**src/hw/rtl/fixed_schema_json_checker_core_macros.svh**
```systemverilog
// assertion macros shared by the checker rtl
`ifndef FIXED_SCHEMA_JSON_CHECKER_CORE_MACROS_SVH
`define FIXED_SCHEMA_JSON_CHECKER_CORE_MACROS_SVH

// same-cycle implication, checked outside reset
`define FSJC_ASSERT_IMP(name, ante, cons) \
  name: assert property (@(posedge clk) disable iff (rst) (ante) |-> (cons)) \
    else $error("fsjc same-cycle check failed");

// next-cycle implication, checked outside reset
`define FSJC_ASSERT_NEXT(name, ante, cons) \
  name: assert property (@(posedge clk) disable iff (rst) (ante) |=> (cons)) \
    else $error("fsjc next-cycle check failed");

`endif

```
**src/hw/rtl/fsjc_pkg.sv**
```systemverilog
`default_nettype none

package fsjc_pkg;

  localparam logic [1:0] V_UNDECIDED = 2'd0;
  localparam logic [1:0] V_VALID     = 2'd1;
  localparam logic [1:0] V_INVALID   = 2'd2;

  localparam logic [4:0] PH_OPEN        = 5'd0;
  localparam logic [4:0] PH_KEY_EMP     = 5'd1;
  localparam logic [4:0] PH_COLON_EMP   = 5'd2;
  localparam logic [4:0] PH_BRACKET     = 5'd3;
  localparam logic [4:0] PH_ARR_FIRST   = 5'd4;
  localparam logic [4:0] PH_KEY_FIRST   = 5'd5;
  localparam logic [4:0] PH_COLON_FIRST = 5'd6;
  localparam logic [4:0] PH_VAL1_OPEN   = 5'd7;
  localparam logic [4:0] PH_VAL1_BODY   = 5'd8;
  localparam logic [4:0] PH_COMMA       = 5'd9;
  localparam logic [4:0] PH_KEY_LAST    = 5'd10;
  localparam logic [4:0] PH_COLON_LAST  = 5'd11;
  localparam logic [4:0] PH_VAL2_OPEN   = 5'd12;
  localparam logic [4:0] PH_VAL2_BODY   = 5'd13;
  localparam logic [4:0] PH_OBJ_CLOSE   = 5'd14;
  localparam logic [4:0] PH_CONTINUE    = 5'd15;
  localparam logic [4:0] PH_NEXT_OBJ    = 5'd16;
  localparam logic [4:0] PH_FINAL       = 5'd17;

  localparam logic [1:0] KEY_EMP   = 2'd0;
  localparam logic [1:0] KEY_FIRST = 2'd1;
  localparam logic [1:0] KEY_LAST  = 2'd2;

  localparam logic [3:0] KEY_EMP_LEN   = 4'd11;
  localparam logic [3:0] KEY_FIRST_LEN = 4'd11;
  localparam logic [3:0] KEY_LAST_LEN  = 4'd10;

  typedef struct packed {
    logic [4:0] phase;
    logic [3:0] kpos;
    logic [1:0] verdict;
    logic       vstart;
  } fsjc_state_t;

  localparam fsjc_state_t STATE_RESET = '{phase: PH_OPEN, kpos: 4'd0,
                                          verdict: V_UNDECIDED, vstart: 1'b0};

  function automatic logic [7:0] key_emp_byte(input logic [3:0] pos);
    logic [7:0] b;
    unique case (pos)
      4'd0:    b = 8'h22;
      4'd1:    b = "e";
      4'd2:    b = "m";
      4'd3:    b = "p";
      4'd4:    b = "l";
      4'd5:    b = "o";
      4'd6:    b = "y";
      4'd7:    b = "e";
      4'd8:    b = "e";
      4'd9:    b = "s";
      4'd10:   b = 8'h22;
      default: b = 8'h00;
    endcase
    return b;
  endfunction

  function automatic logic [7:0] key_first_byte(input logic [3:0] pos);
    logic [7:0] b;
    unique case (pos)
      4'd0:    b = 8'h22;
      4'd1:    b = "f";
      4'd2:    b = "i";
      4'd3:    b = "r";
      4'd4:    b = "s";
      4'd5:    b = "t";
      4'd6:    b = "N";
      4'd7:    b = "a";
      4'd8:    b = "m";
      4'd9:    b = "e";
      4'd10:   b = 8'h22;
      default: b = 8'h00;
    endcase
    return b;
  endfunction

  function automatic logic [7:0] key_last_byte(input logic [3:0] pos);
    logic [7:0] b;
    unique case (pos)
      4'd0:    b = 8'h22;
      4'd1:    b = "l";
      4'd2:    b = "a";
      4'd3:    b = "s";
      4'd4:    b = "t";
      4'd5:    b = "N";
      4'd6:    b = "a";
      4'd7:    b = "m";
      4'd8:    b = "e";
      4'd9:    b = 8'h22;
      default: b = 8'h00;
    endcase
    return b;
  endfunction

  function automatic logic [7:0] key_byte(input logic [1:0] sel, input logic [3:0] pos);
    logic [7:0] b;
    unique case (sel)
      KEY_EMP:   b = key_emp_byte(pos);
      KEY_FIRST: b = key_first_byte(pos);
      KEY_LAST:  b = key_last_byte(pos);
      default:   b = 8'h00;
    endcase
    return b;
  endfunction

  function automatic logic [3:0] key_len(input logic [1:0] sel);
    logic [3:0] n;
    unique case (sel)
      KEY_EMP:   n = KEY_EMP_LEN;
      KEY_FIRST: n = KEY_FIRST_LEN;
      KEY_LAST:  n = KEY_LAST_LEN;
      default:   n = 4'd0;
    endcase
    return n;
  endfunction

endpackage

`default_nettype wire

```
**src/hw/rtl/fsjc_byte_if.sv**
```systemverilog
`default_nettype none

interface fsjc_byte_if;
  logic       valid;
  logic       ready;
  logic [7:0] data_byte;
  logic       end_of_text;

  modport source (output valid, output data_byte, output end_of_text, input ready);
  modport sink (input valid, input data_byte, input end_of_text, output ready);
endinterface

`default_nettype wire

```
**src/hw/rtl/fsjc_result_if.sv**
```systemverilog
`default_nettype none

interface fsjc_result_if;
  logic       valid;
  logic       ready;
  logic [1:0] verdict;
  logic       text_done;

  modport source (output valid, output verdict, output text_done, input ready);
  modport sink (input valid, input verdict, input text_done, output ready);
endinterface

`default_nettype wire

```
**src/hw/rtl/fsjc_step.sv**
```systemverilog
`default_nettype none

module fsjc_step
  import fsjc_pkg::*;
(
  input  fsjc_state_t cur,
  input  logic [7:0]  data_byte,
  input  logic        end_of_text,
  output fsjc_state_t nxt,
  output logic [1:0]  verdict
);

  logic       letter;
  logic       digit;
  logic [7:0] lower;
  logic [1:0] key_sel;
  logic [4:0] key_done_phase;
  logic [3:0] kpos_inc;
  logic       key_ok;
  fsjc_state_t adv;

  assign lower  = data_byte | 8'h20;
  assign letter = (lower >= "a") && (lower <= "z");
  assign digit  = (data_byte >= "0") && (data_byte <= "9");

  always_comb begin
    key_sel        = KEY_EMP;
    key_done_phase = PH_COLON_EMP;
    if (cur.phase == PH_KEY_FIRST) begin
      key_sel        = KEY_FIRST;
      key_done_phase = PH_COLON_FIRST;
    end else if (cur.phase == PH_KEY_LAST) begin
      key_sel        = KEY_LAST;
      key_done_phase = PH_COLON_LAST;
    end
  end

  assign kpos_inc = cur.kpos + 4'd1;
  assign key_ok   = (cur.kpos < key_len(key_sel)) && (data_byte == key_byte(key_sel, cur.kpos));

  always_comb begin
    adv = cur;
    unique case (cur.phase) inside
      PH_OPEN: begin
        if (data_byte == "{") adv.phase = PH_KEY_EMP;
        else adv.verdict = V_INVALID;
      end
      PH_COLON_EMP: begin
        if (data_byte == ":") adv.phase = PH_BRACKET;
        else adv.verdict = V_INVALID;
      end
      PH_BRACKET: begin
        if (data_byte == "[") adv.phase = PH_ARR_FIRST;
        else adv.verdict = V_INVALID;
      end
      PH_ARR_FIRST, PH_CONTINUE: begin
        if (data_byte == "]") adv.phase = PH_FINAL;
        else if (cur.phase == PH_ARR_FIRST && data_byte == "{") adv.phase = PH_KEY_FIRST;
        else if (cur.phase == PH_CONTINUE && data_byte == ",") adv.phase = PH_NEXT_OBJ;
        else adv.verdict = V_INVALID;
      end
      PH_KEY_EMP, PH_KEY_FIRST, PH_KEY_LAST: begin
        if (!key_ok) begin
          adv.verdict = V_INVALID;
        end else if (kpos_inc == key_len(key_sel)) begin
          adv.kpos  = 4'd0;
          adv.phase = key_done_phase;
        end else begin
          adv.kpos = kpos_inc;
        end
      end
      PH_COLON_FIRST: begin
        if (data_byte == ":") adv.phase = PH_VAL1_OPEN;
        else adv.verdict = V_INVALID;
      end
      PH_COLON_LAST: begin
        if (data_byte == ":") adv.phase = PH_VAL2_OPEN;
        else adv.verdict = V_INVALID;
      end
      PH_VAL1_OPEN, PH_VAL2_OPEN: begin
        adv.vstart = 1'b0;
        if (data_byte == 8'h22) begin
          adv.phase = (cur.phase == PH_VAL1_OPEN) ? PH_VAL1_BODY : PH_VAL2_BODY;
        end else begin
          adv.verdict = V_INVALID;
        end
      end
      PH_VAL1_BODY, PH_VAL2_BODY: begin
        if (data_byte == 8'h22) begin
          if (cur.vstart) begin
            adv.vstart = 1'b0;
            adv.phase  = (cur.phase == PH_VAL1_BODY) ? PH_COMMA : PH_OBJ_CLOSE;
          end else begin
            adv.verdict = V_INVALID;
          end
        end else if (!cur.vstart) begin
          if (letter) adv.vstart = 1'b1;
          else adv.verdict = V_INVALID;
        end else if (!(letter || digit)) begin
          adv.verdict = V_INVALID;
        end
      end
      PH_COMMA: begin
        if (data_byte == ",") adv.phase = PH_KEY_LAST;
        else adv.verdict = V_INVALID;
      end
      PH_OBJ_CLOSE: begin
        if (data_byte == "}") adv.phase = PH_CONTINUE;
        else adv.verdict = V_INVALID;
      end
      PH_NEXT_OBJ: begin
        if (data_byte == "{") adv.phase = PH_KEY_FIRST;
        else adv.verdict = V_INVALID;
      end
      PH_FINAL: begin
        adv.verdict = (data_byte == "}") ? V_VALID : V_INVALID;
      end
      default: adv.verdict = V_INVALID;
    endcase
  end

  always_comb begin
    // once decided, bytes are ignored until the text ends
    nxt     = (cur.verdict == V_UNDECIDED) ? adv : cur;
    verdict = nxt.verdict;
    if (end_of_text) begin
      if (verdict == V_UNDECIDED) verdict = V_INVALID;
      nxt = STATE_RESET;
    end
  end

endmodule

`default_nettype wire

```
**src/hw/rtl/fixed_schema_json_checker_core.sv**
```systemverilog
// each byte passes the input register, the step, then the result register
// throughput: one byte per cycle unless result_out stalls (one update per byte)
// the input register and the result register decouple the two channels
// reset (rst, synchronous, active high) empties both registers and returns
// the parser to the start of the template with the verdict undecided
`default_nettype none

`include "fixed_schema_json_checker_core_macros.svh"

module fixed_schema_json_checker_core
  import fsjc_pkg::*;
(
  input  wire             clk,
  input  wire             rst,
  fsjc_byte_if.sink       byte_in,
  fsjc_result_if.source   result_out
);

  logic        s1_valid;
  logic [7:0]  s1_byte;
  logic        s1_last;
  logic        out_valid;
  logic [1:0]  out_verdict;
  logic        out_done;
  fsjc_state_t state;
  fsjc_state_t state_next;
  logic [1:0]  verdict_next;
  logic        advance;

  assign advance       = !out_valid || result_out.ready;
  assign byte_in.ready = !s1_valid || advance;

  assign result_out.valid     = out_valid;
  assign result_out.verdict   = out_verdict;
  assign result_out.text_done = out_done;

  fsjc_step u_step (
    .cur         (state),
    .data_byte   (s1_byte),
    .end_of_text (s1_last),
    .nxt         (state_next),
    .verdict     (verdict_next)
  );

  always_ff @(posedge clk) begin
    if (rst) begin
      s1_valid  <= 1'b0;
      out_valid <= 1'b0;
      state     <= STATE_RESET;
    end else begin
      if (byte_in.ready) begin
        s1_valid <= byte_in.valid;
      end
      if (advance) begin
        out_valid <= s1_valid;
        if (s1_valid) begin
          state <= state_next;
        end
      end
    end
  end

  // payload registers, no reset needed
  always_ff @(posedge clk) begin
    if (byte_in.valid && byte_in.ready) begin
      s1_byte <= byte_in.data_byte;
      s1_last <= byte_in.end_of_text;
    end
    if (advance && s1_valid) begin
      out_verdict <= verdict_next;
      out_done    <= s1_last;
    end
  end

  `FSJC_ASSERT_IMP(a_done_decided, out_valid && out_done, out_verdict != V_UNDECIDED)
  `FSJC_ASSERT_IMP(a_verdict_code, out_valid,
                   out_verdict == V_UNDECIDED || out_verdict == V_VALID || out_verdict == V_INVALID)
  `FSJC_ASSERT_NEXT(a_restart, advance && s1_valid && s1_last,
                    state.phase == PH_OPEN && state.verdict == V_UNDECIDED)
  `FSJC_ASSERT_NEXT(a_verdict_sticky,
                    state.verdict != V_UNDECIDED && !(advance && s1_valid && s1_last),
                    state.verdict == $past(state.verdict))

endmodule

`default_nettype wire
```
**src/flat_wrapper.sv**
```systemverilog
// flat-port wrapper written by rule: the top's interface ports become plain ports
module fixed_schema_json_checker_core_flat import fsjc_pkg::*;
  (clk, rst, byte_in_valid, byte_in_data_byte, byte_in_end_of_text, byte_in_ready, result_out_valid, result_out_verdict, result_out_text_done, result_out_ready);
  fsjc_byte_if byte_in_i ();
  fsjc_result_if result_out_i ();
  input  wire clk;
  input  wire rst;
  input wire logic [$bits(byte_in_i.valid)-1:0] byte_in_valid;
  input wire logic [$bits(byte_in_i.data_byte)-1:0] byte_in_data_byte;
  input wire logic [$bits(byte_in_i.end_of_text)-1:0] byte_in_end_of_text;
  output wire logic [$bits(byte_in_i.ready)-1:0] byte_in_ready;
  output wire logic [$bits(result_out_i.valid)-1:0] result_out_valid;
  output wire logic [$bits(result_out_i.verdict)-1:0] result_out_verdict;
  output wire logic [$bits(result_out_i.text_done)-1:0] result_out_text_done;
  input wire logic [$bits(result_out_i.ready)-1:0] result_out_ready;
  assign byte_in_i.valid = byte_in_valid;
  assign byte_in_i.data_byte = byte_in_data_byte;
  assign byte_in_i.end_of_text = byte_in_end_of_text;
  assign byte_in_ready = byte_in_i.ready;
  assign result_out_valid = result_out_i.valid;
  assign result_out_verdict = result_out_i.verdict;
  assign result_out_text_done = result_out_i.text_done;
  assign result_out_i.ready = result_out_ready;
  fixed_schema_json_checker_core u_core (.clk(clk), .rst(rst), .byte_in(byte_in_i), .result_out(result_out_i));
endmodule
```
**config.mk**
```make
export PLATFORM = sky130hd
export DESIGN_NAME = fixed_schema_json_checker_core_flat
export DESIGN_NICKNAME = d
export VERILOG_FILES = /design/src/hw/rtl/fsjc_pkg.sv /design/src/hw/rtl/fsjc_byte_if.sv /design/src/hw/rtl/fsjc_result_if.sv /design/src/hw/rtl/fsjc_step.sv /design/src/hw/rtl/fixed_schema_json_checker_core.sv /design/src/flat_wrapper.sv
export VERILOG_INCLUDE_DIRS = /design/src /design/src/hw/rtl
export SDC_FILE = /design/constraint.sdc
export NUM_CORES = 1
export LEC_CHECK = 0
export BUFFER_PORTS_ARGS = -buffer_cell sky130_fd_sc_hd__buf_2
export CELL_PAD_IN_SITES_DETAIL_PLACEMENT = 0
export CELL_PAD_IN_SITES_GLOBAL_PLACEMENT = 1
export CORE_MARGIN = 2
export CORE_UTILIZATION = 30
export CTS_BUF_LIST = sky130_fd_sc_hd__clkbuf_4
export CTS_CLUSTER_SIZE = 20
export DETAILED_ROUTE_END_ITERATION = 10
export PLACE_DENSITY_LB_ADDON = 0.1
export SETUP_SLACK_MARGIN = 0.05
export SYNTH_ARGS = -nofsm -noshare
export SYNTH_HDL_FRONTEND = slang
export SYNTH_HIERARCHICAL = 1
export SYNTH_SLANG_ARGS = --single-unit
```
**constraint.sdc**
```tcl
create_clock -name clk -period 3.89 [get_ports clk]
set_input_delay 0.1945 -clock clk [delete_from_list [all_inputs] [get_ports clk]]
set_output_delay 0.1945 -clock clk [all_outputs]
set_load 0.02 [all_outputs]
```
==> flow_metrics.py, run 1 <==
metrics = {
    "drt": {
        "routed_wl_mm": 10.2,
        "drc": 0,
        "num_vias": 3133,
        "avgRoutedWirePerCell_um": 19.0,
        "first_iter_violations": 310,
        "detail_route.first_pass.iterations": 4,
        "final_antenna_net_count": 0,
        "via_per_inst": 5.83,
    },
    "layout": {
        "syn2layout_area_growth_pct": 8.29,
        "drive_gt1_share_pct": 12.6,
        "nets": 427,
        "antenna_cells": 0,
        "fin_util_pct": 33.6,
        "finish.instance_area_mm2": 0.00329,
    },
    "setup_path": {
        "end_kind": "register",
        "crit_path_max_fanout": 12,
        "startpoint": "u_core/state[9]",
        "arrival_ps": 3730,
        "ff2ff_setup_slack_ps": 430,
        "r2r-start": "u_core/state[9]",
        "r2r-end": "u_core/state[3]",
        "crit_required_ps": 4160,
        "critPathCapture": "u_core/state[3]",
        "reg2reg_depth": 12,
        "path_class": "reg2reg",
        "startpoint_type": "register",
    },
    "global_routing": {
        "grt_pass1_wl_mm": 16.3,
        "grt_max_degree": 27,
        "globalRouteOverflowTotal": 0,
        "grt_usage_pct": 18.5,
        "antenna_found_initial": 0,
        "grt_pass1_vias": 3043,
    },
    "sta": {
        "tightest_slew_ps": 1140,
        "setup_tns_ps": 0,
        "slew_headroom_pct": 23.7,
        "finalClockSkew_ps": 5.29,
        "finalHoldViolations": 0,
        "min_period_ps": 3460,
        "timing.final.crit_share_pct": 88.8,
        "setup_violations": 0,
        "drv_slew": 0,
        "max_clock_freq_mhz": 289,
        "rsz0062_at_grt": "false",
    },
    "floorplan": {
        "die_y_um": 105,
        "die_w_um": 105,
        "rows": 36,
        "start_util_pct": 31.0,
        "die-area_mm2": 0.0109,
        "core_mm2": 0.00977,
        "io_pins": 18,
    },
    "synth": {
        "synth_edf_count": 12,
        "synth_flop_cell": "dfxtp_1",
        "synth_cells": 396,
        "syn_avg_cell_area_um2": 7.66,
        "synth-seq-cells": 26,
        "yosys_warnings": 6,
        "async_flop_share_pct": 0,
        "synth.distinct_cells": 77,
        "synthesis.area_mm2": 0.00303,
        "synth_nets": 418,
        "seq_area_frac_synth_pct": 21.1,
    },
    "pwr": {
        "ir_worst_vdd_uv": 190,
        "p_total_mw": 0.506,
        "switchingPower_mw": 0.143,
        "leakage_nw": 1.14,
        "p_sw_share_pct": 28.2,
        "seq_power_share_pct": 61.2,
        "powerDensity_mw_per_mm2": 154,
        "pwr-share-clk_pct": 24.6,
        "combPwrFrac_pct": 14.2,
        "internal_power_mw": 0.364,
    },
    "min_path": {
        "min_from": "byte_in_data_byte[5]",
        "hp-class": "in2reg",
    },
    "cts": {
        "cts_buffer_depth": 2,
        "postCtsHoldBufs": 0,
        "numCtsBuffers": 3,
        "insertion_delay_ps": 330,
        "path_clk_slew_ps": 150,
        "cts_tree": "built",
        "post_cts_buffers": 0,
        "clock_sinks": 26,
        "cts-resized-gates": 0,
        "cts_max_level": 1,
        "cts-root-buf": "clkbuf_4",
    },
    "run_status": {
        "status": "finished clean",
    },
    "place": {
        "placed_cell_area_mm2": 0.00326,
        "gp_congestion": 0.858,
        "place_hpwl_mm": 7.48,
        "port_buffers": 17,
    },
    "job": {
        "cap_viol_max_count": 0,
    },
}
layout by cell type (no fill, tap or decap), drive strengths merged, types with 9 or more instances in the layout:
cell    count
a21oi      26
buf        35
dfxtp      14
edfxtp     12
ha          9
inv        18
mux2i      18
nand2      12
nand2b     29
nand4      10
nor2       33
nor2b      13
nor3       11
o21ai      31
synth_stat cells, types with 9 or more instances:
| master | count | area share, % |
|---|---|---|
| ha_1 | 9 | 3.7 |
| mux2i_1 | 18 | 5.9 |
| nor2b_1 | 11 | 2.3 |
| nand2b_1 | 29 | 6.0 |
| nand4_1 | 10 | 2.1 |
| a21oi_1 | 26 | 4.3 |
| nor3_1 | 11 | 1.8 |
| clkbuf_1 | 20 | 2.5 |
| nor2_1 | 33 | 4.1 |
| o21ai_0 | 31 | 5.1 |
| dfxtp_1 | 14 | 9.2 |
| edfxtp_1 | 12 | 12 |
| inv_1 | 18 | 2.2 |
| nand2_1 | 12 | 1.5 |
critical path, stage by stage, from the launching register on:
cell and delay (ps):
dfxtp_1 520, or3b_2 230, nor2_1 80, inv_1 140, ha_1 160, o21ai_0 70, a221oi_1 370, or4b_1 480
a221o_1 490, or4_1 510, a21oi_1 150, nand2b_1 80, mux2i_1 120
through the flow:
step | hold WS [ps] | cells | worst slack (ps)
after detailed placement | 373 | 533 | 531
final | 26.5 | 537 | 435
after floorplan | 293 | 396 | 726
after CTS | 12.4 | 537 | 481
after global routing | 4.24 | 537 | 175
after global placement | 371 | 533 | 588
worst min-delay path by stage:
stage	end	slack, ps	depth (start not counted)
floorplan	u_core/s1_byte[0]	290	0
global placement	u_core/s1_byte[0]	370	1
detailed placement	u_core/s1_byte[2]	370	1
CTS	u_core/s1_byte[5]	10	1
global route	u_core/s1_last	4	1
finish	u_core/s1_byte[5]	30	1
layer usage:
layer | global-route usage [%] | up-vias | routed length, um
li1 | - | 1510 | -
met1 | 26.3 | 1527 | 4900
met2 | 29.2 | 86 | 4710
met3 | 2.62 | 10 | 463
met4 | 4.83 | 0 | 116
met5 | 0 | - | 0
state kept, by name, summed over array words and instances, names as in the netlist:
| register | count |
|---|---|
| u_core/s1_valid | 1 |
| u_core/result_out.text_done | 1 |
| u_core/state | 12 |
| u_core/s1_byte | 8 |
| u_core/result_out.valid | 1 |
| u_core/s1_last | 1 |
| u_core/result_out.verdict | 2 |
power by group through the flow:
stage	clock (mW)	combinational [mW]	sequential (mW)
after floorplan	0	0.0538	0.308
after global placement	0	0.0716	0.316
after detailed placement	0	0.0714	0.316
after CTS	0.133	0.0717	0.310
after global routing	0.140	0.0788	0.312
final	0.124	0.0720	0.310
layout make-up:
class,count,area (um^2)
Timing Repair Buffer,35,220
Clock buffer,3,22.5
Sequential cell,26,641
Tap cell,133,166
Inverter,20,75.1
Fill cell,1045,6490
Multi-Input combinational cell,319,2160
Clock inverter,1,3.75
cells by family (layout without fill, tap and decap cells):
group | after synthesis | in the layout | synth area share (%)
AND/OR/NAND/NOR | 164 | 164 | 32.4
AO/OA/AOI/OAI | 121 | 121 | 27.1
buffers and inverters | 51 | 59 | 7.79
flip-flops | 26 | 26 | 21.1
multiplexers | 20 | 20 | 6.68
adder cells (fa/ha/maj) | 9 | 9 | 3.71
XOR/XNOR | 4 | 4 | 1.15
other | 1 | 1 | 0.124
Note: power is estimated with default switching activity, not from simulation.
==> run 2, diff against run 1 <==
--- a/config.mk
+++ b/config.mk
@@ -6,6 +6,7 @@
 export SDC_FILE = /design/constraint.sdc
 export NUM_CORES = 1
 export LEC_CHECK = 0
+export ABC_AREA = 1
 export BUFFER_PORTS_ARGS = -buffer_cell sky130_fd_sc_hd__buf_2
 export CELL_PAD_IN_SITES_DETAIL_PLACEMENT = 0
 export CELL_PAD_IN_SITES_GLOBAL_PLACEMENT = 1
==> run 2 against run 1 <==
Compared with the run above: sequential cell count is the same; synthesized cell count grew 22%; power grew 61%; sequential power grew 9.4%; wire length shrank 12%; critical path depth grew 9; largest cell class unchanged; cell count grew 17%; clock skew is essentially flat; combinational power grew to 3.8 times the previous value; design area shrank 5.5%; register-to-register slack gained 430 ps; sequential share of layout area grew 1.1 points.
==> flow_metrics.py, run 2 <==
metrics = {
    "global_routing": {
        "grt_max_degree": 27,
        "grt_usage_pct": 18.0,
        "grt_pass1_vias": 2889,
        "globalRouteOverflowTotal": 0,
        "grt_pass1_wl_mm": 14.7,
        "antenna_found_initial": 0,
    },
    "cts": {
        "clock_sinks": 26,
        "post_cts_buffers": 0,
        "path_clk_slew_ps": 170,
        "cts_tree": "built",
        "cts_buffer_depth": 2,
        "numCtsBuffers": 3,
        "cts-root-buf": "clkbuf_4",
        "cts_max_level": 1,
        "insertion_delay_ps": 340,
    },
    "setup_path": {
        "r2r-end": "u_core/state[4]",
        "crit_path_max_fanout": 13,
        "crit_required_ps": 4150,
        "ff2ff_setup_slack_ps": 870,
        "end_kind": "register",
        "path_class": "reg2reg",
        "startpoint_type": "register",
        "arrival_ps": 3280,
        "r2r-start": "u_core/state[4]",
        "reg2reg_depth": 21,
    },
    "drt": {
        "detail_route.first_pass.iterations": 5,
        "num_vias": 3093,
        "drc": 0,
        "first_iter_violations": 211,
        "routed_wl_mm": 8.97,
        "final_antenna_net_count": 0,
        "via_per_inst": 4.94,
        "avgRoutedWirePerCell_um": 14.3,
    },
    "pwr": {
        "ir_worst_vdd_uv": 103,
        "leakage_nw": 1.53,
        "combPwrFrac_pct": 33.7,
        "switchingPower_mw": 0.310,
        "seq_power_share_pct": 41.6,
        "pwr-share-clk_pct": 24.7,
        "p_sw_share_pct": 38.1,
        "p_total_mw": 0.814,
        "powerDensity_mw_per_mm2": 262,
        "internal_power_mw": 0.504,
    },
    "synth": {
        "synthesis.area_mm2": 0.00286,
        "yosys_warnings": 6,
        "synth_nets": 507,
        "synth_top_area_share_pct": 16.4,
        "syn_avg_cell_area_um2": 5.91,
        "synth_cells": 485,
        "synthTopCellsByCount": "nand2_1 (125), inv_1 (70), nor2_1 (68), nand3_1 (56), a21oi_1 (31)",
        "synth_largest_area_cell": "nand2_1",
        "synth_area_leaders": "nand2_1 (16%), edfxtp_1 (13%), dfxtp_1 (9.8%)",
        "synth_most_common_cell": "nand2_1",
        "synth_flop_cell": "dfxtp_1",
        "synth-seq-cells": 26,
        "synth.distinct_cells": 38,
        "async_flop_share_pct": 0,
        "seq_area_frac_synth_pct": 22.4,
        "synth_edf_count": 12,
    },
    "layout": {
        "largest_reg_flops": 12,
        "multi_input_area_mm2": 0.00184,
        "antenna_cells": 0,
        "top_register": "u_core/state",
        "drive_gt1_share_pct": 10.3,
        "layout_commonest_cell": "nand2_1",
        "syn2layout_area_growth_pct": 8.43,
        "nets": 520,
        "mostFrequentLayoutCells": "nand2_1 (125), inv_1 (70), nor2_1 (68)",
        "regArea_um2": 641,
        "nFillCells": 1052,
    },
    "floorplan": {
        "die_y_um": 102,
        "core_mm2": 0.00924,
        "rows": 35,
        "die-area_mm2": 0.0103,
        "io_pins": 18,
        "die_w_um": 102,
        "start_util_pct": 31.0,
    },
    "sta": {
        "finalHoldViolations": 0,
        "timing.final.crit_share_pct": 77.7,
        "slew_headroom_pct": 32.0,
        "max_clock_freq_mhz": 331,
        "setup_tns_ps": 0,
        "min_period_ps": 3020,
        "drv_slew": 0,
        "rsz0062_at_grt": "false",
        "finalClockSkew_ps": 4.94,
        "setup_violations": 0,
        "tightest_slew_ps": 1020,
    },
    "job": {
        "cap_viol_max_count": 0,
    },
    "run_status": {
        "status": "finished clean",
    },
    "place": {
        "gp_congestion": 0.875,
        "port_buffers": 17,
        "place_hpwl_mm": 7.05,
    },
    "min_path": {
        "hp-class": "in2reg",
        "min_from": "byte_in_data_byte[6]",
        "hold_path_end": "u_core/s1_byte[6]",
        "hold_depth": 1,
    },
}
run 2: worst max-delay path, stage by stage, from the launching register on:
cell	delay, ps
dfxtp_1	640
inv_1	160
ha_1	400
inv_1	100
nand2_1	120
nand2_1	70
nand2_1	50
nand2_1	80
nor2_2	170
nor2_1	60
nand2_1	70
nand2_2	70
nor2_2	120
nand4_4	150
nor2_4	200
nand2_1	70
o21ai_1	70
nor2_1	50
inv_1	80
nand3_2	60
nand2_1	90
nor2_1	40
run 2: through the flow:
| stage | cell area [um^2] | utilization (%) | setup WS [ps] | hold slack, ps | instances |
|---|---|---|---|---|---|
| 6_report | 3110 | 33.6 | 868 | 13.3 | 626 |
| 2_1_floorplan | 2860 | - | 1440 | 264 | 485 |
| 4_1_cts | 3090 | 33.4 | 872 | 0.0325 | 624 |
| 3_3_place_gp | 3010 | 32.6 | 855 | 372 | 618 |
| 5_1_grt | 3110 | 33.6 | 511 | 0.528 | 626 |
| 3_5_place_dp | 3010 | 32.6 | 899 | 373 | 618 |
run 2: metal layers:
layer  track usage [%]  part of all wire [%]
met1              26.6                    51
met3              1.86                   4.5
met5                 0                     0
met4              4.68                   1.9
met2              27.9                    42
run 2: worst max-delay path by stage:
stage / start / to / slack (ps) / depth (start not counted)
floorplan: u_core/state[4] / u_core/state[4] / 1440 / 21
global placement: u_core/state[4] / u_core/state[5] / 850 / 19
detailed placement: u_core/state[4] / u_core/state[4] / 900 / 21
CTS: u_core/state[4] / u_core/state[4] / 870 / 21
global route: u_core/state[4] / u_core/state[5] / 510 / 20
finish: u_core/state[4] / u_core/state[4] / 870 / 21
run 2: final cells by class:
class | count | share of cell area, %
clock buffers | 3 | 0.725
clock inverters | 1 | 0.967
inverters | 73 | 8.82
multi-input cells | 372 | 59.4
flip-flops and latches | 26 | 20.6
well taps | 129 | 5.20
repair buffers | 22 | 4.27
run 2: power groups by stage:
stage,sequential [mW],clock (mW),combinational (mW)
6_report,0.339,0.201,0.274
5_1_grt,0.343,0.218,0.314
4_1_cts,0.339,0.210,0.271
3_5_place_dp,0.345,0,0.268
3_3_place_gp,0.345,0,0.272
2_1_floorplan,0.327,0,0.220
run 2: what timing repair did:
action                                 4_1_cts  5_1_grt
endpoints found under the hold margin        3        2
hold buffers                                 2        2
gates resized for setup                      0        0
run 2: kinds of logic after synthesis:
| logic type | share of synthesized area (%) |
|---|---|
| AO/OA/AOI/OAI | 12.5 |
| XOR/XNOR | 0.306 |
| adder cells (fa/ha/maj) | 3.93 |
| buffers and inverters | 13.2 |
| flip-flops | 22.4 |
| other | 0.131 |
| AND/OR/NAND/NOR | 47.5 |
==> run 3, diff against run 2 <==
--- a/config.mk
+++ b/config.mk
@@ -6,7 +6,7 @@
 export SDC_FILE = /design/constraint.sdc
 export NUM_CORES = 1
 export LEC_CHECK = 0
-export ABC_AREA = 1
+export ABC_AREA = 0
 export BUFFER_PORTS_ARGS = -buffer_cell sky130_fd_sc_hd__buf_2
 export CELL_PAD_IN_SITES_DETAIL_PLACEMENT = 0
 export CELL_PAD_IN_SITES_GLOBAL_PLACEMENT = 1
==> constraint.sdc (replaced) <==
create_clock -name clk -period 2.9 [get_ports clk]
set_input_delay 0.145 -clock clk [delete_from_list [all_inputs] [get_ports clk]]
set_output_delay 0.145 -clock clk [all_outputs]
set_load 0.02 [all_outputs]
==> run 3 against run 2 <==
Compared with the run above: sequential power rose by 20%; the run now ends with setup timing left; critical path depth shrank 10; sequential cell count stayed put; die area is 5.7% higher; clock power down 6%; power down 9.5%; combinational power decreased by 49%; hold slack improved by 42 ps; global-route usage rose by 1.8 points; critical endpoint is now u_core/state[5]; largest power group unchanged; first-iteration DRC count rose by 60%; clock skew up 6.7 ps; highest routed layer unchanged; core utilization is 8.1 points higher.
==> flow_metrics.py, run 3 (synthesized netlist as in run 1, its figures left out) <==
metrics = {
    "layout": {
        "fin_cells": 616,
        "antenna_cells": 0,
        "finish.instance_area_mm2": 0.00407,
        "top_register": "u_core/state",
        "drive_gt1_share_pct": 32.1,
        "layout_commonest_cell": "buf_4",
        "nets": 506,
        "syn2layout_area_growth_pct": 34.2,
        "multi_input_area_mm2": 0.00230,
        "largest_reg_flops": 12,
        "nFillCells": 1019,
        "regArea_um2": 659,
        "mostFrequentLayoutCells": "buf_4 (86), nor2_1 (32), nand2b_1 (28)",
        "fin_util_pct": 41.7,
    },
    "cts": {
        "insertion_delay_ps": 340,
        "clock_sinks": 26,
        "cts-root-buf": "clkbuf_4",
        "numCtsBuffers": 3,
        "cts_buffer_depth": 2,
        "cts_max_level": 1,
        "path_clk_slew_ps": 170,
        "cts_tree": "built",
    },
    "drt": {
        "via_per_inst": 5.54,
        "final_antenna_net_count": 0,
        "drc": 0,
        "maxUsedRoutingLayer": "met4",
        "detail_route.first_pass.iterations": 5,
        "route.met3.wl_um": 612,
        "num_vias": 3412,
        "routed_wl_mm": 11.2,
        "first_iter_violations": 337,
        "wl_met1_mm": 5.34,
        "avgRoutedWirePerCell_um": 18.1,
        "dr_wl_met2_mm": 5.15,
    },
    "sta": {
        "slew_headroom_pct": 47.5,
        "finalHoldViolations": 0,
        "max_clock_freq_mhz": 331,
        "fin_hold_ws_ps": 55.5,
        "setup_tns_ps": -487,
        "tightest_slew_ps": 787,
        "fin_ws_ps": -118,
        "timing.final.crit_share_pct": 104,
        "rsz0062_at_grt": "true",
        "finalClockSkew_ps": 11.7,
        "drv_slew": 0,
        "setup_violations": 5,
        "min_period_ps": 3020,
    },
    "run_status": {
        "violations": "setup timing",
        "status": "finished, violations left",
    },
    "setup_path": {
        "worstPathBufferInverterCount": 1,
        "crit_slowest_cell": "or4b_4",
        "startpoint_type": "register",
        "ff2ff_setup_slack_ps": -120,
        "critPathTopFamily": "simple AND/OR/NAND/NOR gates",
        "cp_slowest_stage_delay_ps": 520,
        "path_cells": "inv_4 -> ha_4 -> mux2i_2 -> o21ai_1 -> a221oi_2 -> or4b_4 -> a221o_2 -> or4_1 -> a21oi_2 -> nand2b_1 -> mux2i_1",
        "arrival_ps": 3300,
        "path_class": "reg2reg",
        "crit_path_max_fanout": 6,
        "end_kind": "register",
        "reg2reg_depth": 11,
        "crit_required_ps": 3180,
        "cp.depth": 11,
    },
    "place": {
        "pre_cts_ws_ps": -186,
        "gp_congestion": 0.896,
        "placed_cell_area_mm2": 0.00380,
        "numPlacedInstances": 595,
        "place_hpwl_mm": 8.26,
        "port_buffers": 17,
    },
    "global_routing": {
        "grt_max_degree": 27,
        "grt_usage_pct": 19.8,
        "globalRouteOverflowTotal": 0,
        "antenna_found_initial": 0,
        "grt_pass1_wl_mm": 17.2,
        "grt_pass1_vias": 3167,
    },
    "job": {
        "cap_viol_max_count": 0,
    },
    "pwr": {
        "ir_worst_vdd_uv": 185,
        "p_total_mw": 0.736,
        "powerDensity_mw_per_mm2": 181,
        "leakage_nw": 1.56,
    },
    "min_path": {
        "hold_depth": 3,
        "hp-class": "in2reg",
    },
    "floorplan": {
        "die_y_um": 105,
        "core_mm2": 0.00977,
        "rows": 36,
        "io_pins": 18,
        "die-area_mm2": 0.0109,
        "start_util_pct": 31.0,
        "die_w_um": 105,
    },
}
==> run 3: worst min-delay path, stage by stage <==
cell and delay (ps):
buf_2 100, inv_1 60, a21oi_1 60
==> run 3: area by class of cell <==
cell class,count,share of cell area [%]
Multi-Input combinational cell,320,56.6
Timing Repair Buffer,113,20.4
Sequential cell,26,16.2
Tap cell,133,4.09
Inverter,20,1.97
Clock buffer,4,0.737
==> run 3: repair_timing <==
action,in CTS,in global routing
setup buffers,4,3
setup endpoints to repair,8,8
hold buffers,9,0
pin swaps,9,11
hold endpoints to repair,9,0
gates cloned,1,0
resized for setup,12,17
==> run 3: path summary, 6_finish.rpt <==
check | to | start
setup / recovery | u_core/state[5] | u_core/state[4]
hold / removal | u_core/s1_valid | byte_in_valid
setup reg to reg | u_core/state[5] | u_core/state[4]
hold reg to reg | u_core/state[7] | u_core/state[7]
==> run 3: metal layers <==
layer	vias up	global-route usage [%]
li1	1666	-
met1	1629	28.8
met4	0	3.19
met5	-	0
met2	110	31.7
met3	7	2.81
==> run 3: power by group <==
part	switching, mW	leakage (nW)	internal, mW	total [mW]
clock network	0.126	0.0184	0.0632	0.189
logic	0.0712	1.31	0.0676	0.139
registers	0.0152	0.232	0.393	0.408
